$ cat src/design/pds_pkg.sv
// Shared types and constants for the path dash stroker.
`default_nettype none
package pds_pkg;

	localparam int PATTERN_SIZE = 4;
	localparam int IDX_W        = $clog2(PATTERN_SIZE);
	localparam int MAX_PIECES   = 64;
	localparam int CNT_W        = $clog2(MAX_PIECES + 1);

	// configuration register indexes
	localparam logic [2:0] REG_COUNT  = 3'd0;
	localparam logic [2:0] REG_OFFSET = 3'd1;
	localparam logic [2:0] REG_LEN0   = 3'd2;
	localparam logic [2:0] REG_LEN1   = 3'd3;
	localparam logic [2:0] REG_LEN2   = 3'd4;
	localparam logic [2:0] REG_LEN3   = 3'd5;

	typedef enum logic [1:0] {
		ACT_MOVE  = 2'd0,
		ACT_LINE  = 2'd1,
		ACT_CUBIC = 2'd2,
		ACT_CLOSE = 2'd3
	} act_t;

	typedef enum logic [1:0] {
		AR_MULDIV = 2'd0,
		AR_MOD    = 2'd1,
		AR_SQRT   = 2'd2
	} ar_op_t;

	// controller -> datapath
	typedef struct packed {
		logic capture;
		logic setup;
		logic move;
		logic emit_one;
		logic sq_x;
		logic sq_y;
		logic sqrt_go;
		logic set_len;
		logic step;
		logic set_trunc;
		logic push;
		logic lerp_go;
		logic lerp_store;
		logic advance;
		logic boundary;
		logic mod_go;
		logic mod_store;
		logic flush;
		logic finish;
	} cmd_t;

	// datapath -> controller
	typedef struct packed {
		act_t action;
		logic dashed;
		logic out_free;
		logic ar_done;
		logic root_zero;
		logic pos_lt_len;
		logic in_dash;
		logic phase_on;
		logic cnt_full;
		logic cnt_zero;
		logic lerp_last;
		logic adv_lt_rem;
		logic skip;
	} sts_t;

endpackage
`default_nettype wire

$ cat src/design/pds_ctrl.sv
// Controller state machine sequencing decode, line length and the dash walk.
`default_nettype none
module pds_ctrl
	import pds_pkg::*;
(
	input  wire logic clk,
	input  wire logic arst_n,
	input  wire logic s_tvalid,
	output logic      s_tready,
	input  wire sts_t sts,
	output cmd_t      cmd
);

	typedef enum logic [17:0] {
		S_IDLE   = 18'h00001,
		S_DECODE = 18'h00002,
		S_ONE    = 18'h00004,
		S_SQX    = 18'h00008,
		S_SQY    = 18'h00010,
		S_SQRT   = 18'h00020,
		S_SQWT   = 18'h00040,
		S_STEP   = 18'h00080,
		S_PUSH   = 18'h00100,
		S_LGO    = 18'h00200,
		S_LWT    = 18'h00400,
		S_ADV    = 18'h00800,
		S_BOUND  = 18'h01000,
		S_SKIP   = 18'h02000,
		S_MGO    = 18'h04000,
		S_MWT    = 18'h08000,
		S_FLUSH  = 18'h10000,
		S_FIN    = 18'h20000
	} st_t;

	st_t state_q, state_d;

	always_comb begin
		state_d  = state_q;
		cmd      = '0;
		s_tready = 1'b0;
		unique case (state_q)
			S_IDLE: begin
				s_tready = 1'b1;
				if (s_tvalid) begin
					cmd.capture = 1'b1;
					state_d     = S_DECODE;
				end
			end
			S_DECODE: begin
				cmd.setup = 1'b1;
				unique case (sts.action)
					ACT_MOVE: begin
						cmd.move = 1'b1;
						state_d  = S_IDLE;
					end
					ACT_LINE:  state_d = sts.dashed ? S_SQX : S_ONE;
					ACT_CUBIC: state_d = S_ONE;
					default:   state_d = S_IDLE;
				endcase
			end
			S_ONE: begin
				if (sts.out_free) begin
					cmd.emit_one = 1'b1;
					state_d      = S_FIN;
				end
			end
			S_SQX: begin
				cmd.sq_x = 1'b1;
				state_d  = S_SQY;
			end
			S_SQY: begin
				cmd.sq_y = 1'b1;
				state_d  = S_SQRT;
			end
			S_SQRT: begin
				cmd.sqrt_go = 1'b1;
				state_d     = S_SQWT;
			end
			S_SQWT: begin
				if (sts.ar_done) begin
					cmd.set_len = 1'b1;
					state_d     = sts.root_zero ? S_FIN : S_STEP;
				end
			end
			S_STEP: begin
				cmd.step = 1'b1;
				priority if (!sts.pos_lt_len) state_d = sts.cnt_zero ? S_FIN : S_FLUSH;
				else if (!sts.in_dash)        state_d = S_BOUND;
				else if (sts.phase_on && !sts.cnt_full)
					state_d = sts.cnt_zero ? S_LGO : S_PUSH;
				else begin
					cmd.set_trunc = sts.phase_on;
					state_d       = S_ADV;
				end
			end
			S_PUSH: begin
				if (sts.out_free) begin
					cmd.push = 1'b1;
					state_d  = S_LGO;
				end
			end
			S_LGO: begin
				cmd.lerp_go = 1'b1;
				state_d     = S_LWT;
			end
			S_LWT: begin
				if (sts.ar_done) begin
					cmd.lerp_store = 1'b1;
					state_d        = sts.lerp_last ? S_ADV : S_LGO;
				end
			end
			S_ADV: begin
				cmd.advance = 1'b1;
				state_d     = sts.adv_lt_rem ? S_STEP : S_BOUND;
			end
			S_BOUND: begin
				cmd.boundary = 1'b1;
				state_d      = S_SKIP;
			end
			S_SKIP:  state_d = sts.skip ? S_MGO : S_STEP;
			S_MGO: begin
				cmd.mod_go = 1'b1;
				state_d    = S_MWT;
			end
			S_MWT: begin
				if (sts.ar_done) begin
					cmd.mod_store = 1'b1;
					state_d       = S_STEP;
				end
			end
			S_FLUSH: begin
				if (sts.out_free) begin
					cmd.flush = 1'b1;
					state_d   = S_FIN;
				end
			end
			S_FIN: begin
				cmd.finish = 1'b1;
				state_d    = S_IDLE;
			end
			default: state_d = S_IDLE;
		endcase
	end

	always_ff @(posedge clk or negedge arst_n) begin
		if (!arst_n) state_q <= S_IDLE;
		else         state_q <= state_d;
	end

endmodule
`default_nettype wire

$ cat config.mk
export PLATFORM = sky130hd
export DESIGN_NAME = pds_ctrl
export DESIGN_NICKNAME = d
export VERILOG_FILES = /design/src/design/pds_pkg.sv /design/src/design/pds_ctrl.sv
export SDC_FILE = /design/constraint.sdc
export NUM_CORES = 1
export LEC_CHECK = 0
export BUFFER_PORTS_ARGS = -buffer_cell sky130_fd_sc_hd__buf_2
export CORE_MARGIN = 2
export CORE_UTILIZATION = 45
export DETAILED_ROUTE_END_ITERATION = 8
export GPL_ROUTABILITY_DRIVEN = 0
export PLACE_DENSITY_LB_ADDON = 0.12
export SLEW_MARGIN = 20
export SYNTH_ARGS = -nofsm -noshare
export SYNTH_HDL_FRONTEND = slang
export SYNTH_SLANG_ARGS = --single-unit
$ cat constraint.sdc
create_clock -name clk -period 2.5 [get_ports clk]
set_input_delay 0.25 -clock clk [delete_from_list [all_inputs] [get_ports clk]]
set_output_delay 0.25 -clock clk [all_outputs]
set_load 0.005 [all_outputs]
== After elaboration in Yosys (flattened, before gate mapping) ==
Cells that the tools add are included.
Operators by class
  reductions and logical operators: 5
  mux-type cells: 43
  eq/ne operators: 26
Operator list (number)
  $pmux 18 s16: 1
  $mux 18: 10
  $mux 12: 2
  $mux 1: 23
  $eq 18x1->1 const B: 1
  $eq 18x10->1 const B: 1
  $eq 18x11->1 const B: 1
  $eq 18x12->1 const B: 1
  $eq 18x13->1 const B: 1
  $eq 18x14->1 const B: 1
  $eq 18x15->1 const B: 1
  $eq 18x16->1 const B: 1
  $eq 18x17->1 const B: 1
  $eq 18x18->1 const B: 1
  $eq 18x2->1 const B: 1
  $eq 18x3->1 const B: 1
  $eq 18x4->1 const B: 1
  $eq 18x5->1 const B: 1
  $eq 18x6->1 const B: 1
  $eq 18x7->1 const B: 1
  $eq 18x8->1 const B: 1
  $eq 18x9->1 const B: 1
  $mux 15: 1
  $mux 13: 1
  13 further kinds: 18
Storage, ports and cells
  logic and storage cells: 75
  register bits after elaboration: 18
  input bits: 17

== Depth between registers and ports, before layout ==
  depth in word-level cells: 6
  gate-level depth with buffers: 8
  depth with buffers taken out: 7

== Worst setup path before layout ==
OpenSTA, ideal clock, no wires.
  kind: flip-flop to flip-flop
  from: register state_q[13]
  to: register state_q[8]
  path slack: 0.509 ns
  stages on the path, launching flop included: 7
  data arrival time: 1.925 ns
  required time: 2.434 ns
  period minus slack after synthesis: 1.991 ns
  library setup time: 0.066 ns
  cell sequence: dfrtp_1 -> nor4_4 -> nand4_4 -> nor4b_4 -> nor3_2 -> o221ai_4 -> a22o_1
Between the ends
  cells in the longest elaborated chain, start to end: 4
  elaborated cells between the ends (all ways): 26
  those cells by class: eq/ne (23); mux (1); reduce/logical (2)
Ends and longest elaborated chain
  start: declaration: RTL line pds_ctrl.sv:35  | st_t state_q, state_d;
  start signal: assignment: RTL line pds_ctrl.sv:147  | else state_q <= state_d;
  $eq 18x17->1 or $eq 18x3->1 (tied branches): RTL line pds_ctrl.sv:41  | unique case (state_q)
  $reduce_or 2->1 (no source line)
  $ne 2x1->1 (no source line)
  $reduce_and 6->1 (no source line)
Parallel ways exist; a longest one is shown, timed or not.
A chain may end at the register's enable or synchronous reset.

==> run metrics <==
setup violators final 0; ys async rst share 100.0%; Largest register FFs 18; pwr/cell area 535.0 nW/um^2; I/O Buffers 36; Cell Chain, Critical Path nor4_4 -> nand4_1 -> nor3b_2 -> and2_1 -> buf_2; Synthesized Nets 168; Fin Setup TNS 0 ns; CP arrival 2.15 ns; I/O pin cnt 37; top post-synthesis cells by area dfrtp_1 (32%), nor2_1 (5.9%), and2_1 (4.7%); Clk Latency, worst-skew pair 0.30 ns; First-pass DRT Iterations 4; CP max stage cell dfrtp_2; first-pass GRT wire length 5899 um; pre-CTS setup slack 0.1667 ns; die area 3401 um^2; fin crit share 95.91%; Worst Setup SP state_q[6]; FF/Latch Area 456.7 um^2; drt total wl 3677 um; Final ANT Viol Nets 0; sw frac 37.40%; vias in the first global route 1337; Post-DP HPWL 2886 um; most frequent cells in the layout buf_2 (36), nor2_1 (21), dfrtp_1 (13); Yosys reg bits 18; placed insts 218; R2R cell count 6; via density per instance 6.009; max cap viols 0; CTS Buf Count 3; CP Capture Type output port; slew at the pin closest to its max-slew limit 0.4279 ns; RR Endpoint state_q[8]; FF-to-FF Start state_q[6]; Seq/Total Area, Yosys 34.02%; critical path launch point type register; largest net degree at the start of global routing 19; leading cell type in the layout, fill and taps excluded buf_2; final-stage net count 216; cell taking the most area after synthesis dfrtp_1; cell area after layout 1668 um^2; layout cells sized above 1 31.79%; sw power 0.3338 mW; core box area 2781 um^2; DRC viols 0; Ys Warns 0; row count 19; Yosys cell types 44; Top Registers state_q x18; placed cell areas 1577 um^2; Post-Syn Area per Cell 8.970 um^2; Final Max Tran Viols 0; Clock Root Buffer clkbuf_4; final setup margin 0.1022 ns; Clock power frac 21.1%; maximum vdd drop 409.0 uV; relative slew slack 71.26%; R2R setup slack 0.25 ns; Crit path required time 2.25 ns; Comb power frac 41.4%; Synth top area share 32.05%; chip height 58.32 um; Biggest register state_q; clk slew on worst S/H paths 0.11 ns; final hold viol count 0; CTS tree done; GRT overflow 0; Final min period 2.398 ns; clock skew 0.004740 ns; power share of the sequential group 37.5%; Area growth, synth to finish 25.64%; Tot Pwr 0.8923 mW; multi-input logic area 855.8 um^2; synthesized area 1328 um^2; Die W 58.32 um; top_reg_cell synth dfrtp_1; FILL cells 256; hold crit path type input port to register; Post-Layout Cell Count 226; Crit Path Max Fanout 7; Initial Utilization 47.73%; CTS sink cnt 18; P_leak 0.8225 nW; initial DRC count 53; Avg WL per Cell 16.27 um; H-Tree Depth 1; EDFF count, synth 0; worst setup path end cmd[8]; gr usage total 22.76%; ANT cells 0; hold slack 0.1444 ns; Mapped Cells 148; CP peak stage delay 0.48 ns; status finished, final reports clean; Core Util, Final 59.96%; vias post-DR 1358; fmax 417.0 MHz; CTS max path bufs 2; Setup CP Type register to output port; Internal 0.5586 mW; number of antenna violations at the first check in global routing 0
[how the worst min path moves through the flow]
stage                start          end  slack, ns  cells past startpoint
detailed placement  arst_n   state_q[4]       0.21                      1
global route        sts[1]  state_q[12]       0.13                      2
finish              sts[1]  state_q[12]       0.14                      2
floorplan           arst_n  state_q[10]      -0.05                      0
global placement    arst_n   state_q[4]       0.21                      1
CTS                 sts[1]  state_q[12]       0.13                      2
[power by group through the flow]
stage | logic, mW | clock network [mW] | registers [mW]
6_report | 0.370 | 0.188 | 0.335
4_1_cts | 0.351 | 0.192 | 0.334
5_1_grt | 0.401 | 0.203 | 0.340
2_1_floorplan | 0.228 | 0 | 0.337
3_3_place_gp | 0.337 | 0 | 0.339
3_5_place_dp | 0.347 | 0 | 0.340
[per-layer routing]
metal / wire [um] / share of wire [%] / GRT usage (%) / vias to the layer above
li1: - / - / - / 648
met1: 1528 / 42 / 29.25 / 641
met2: 1790 / 49 / 38.04 / 63
met3: 319 / 8.7 / 5.495 / 6
met4: 38 / 1.0 / 6.645 / 0
met5: 0 / 0 / 0 / -
[cells by family (layout without fill, tap and decap cells)]
group,count (synthesis),after routing,share of synthesized area [%]
and+or+nand+nor,93,93,45.90
DFF,18,18,34.03
buffers and inverters,10,57,2.827
adders and majority gates,3,3,2.828
AOI/OAI and AO/OA,20,20,11.78
xor gates and xnor gates,4,4,2.640
[cells in the mapped netlist, types with 2 or more instances]
cell	number
nor4_2	2
ha_1	3
nor4_4	2
nor3_1	6
nor4_1	7
nor3b_1	5
nand2_1	6
xnor2_1	3
nand2b_1	6
inv_1	8
o22ai_1	2
a21oi_1	5
or4_1	2
o32ai_1	2
and2_1	10
nand3_1	6
dfrtp_1	17
nor2_1	21
and4b_1	2
nand4b_1	2
a21o_1	3
nand4_1	6
[area by class of cell]
class	count	share of cell area [%]
multi-input combinational	120	51.31
sequential	18	27.38
timing repair buffer	45	15.00
tap	31	2.326
clock buffer	4	2.176
inverter	8	1.800
[critical path: cells and delay by family, from the launching register on]
family	cells	cell delay, ns
buffers and inverters	1	0.11
AND/OR/NAND/NOR	4	1.25
flip-flops	1	0.48
[timing repair]
item                                    CTS  global route
hold endpoints to repair                 17             0
hold buffers                              1             0
endpoints found under the setup margin    1             3
resized for setup                         0             6
buffers inserted                          2             1
pin swaps                                 1             2
Power figures use the tool's default switching activity.
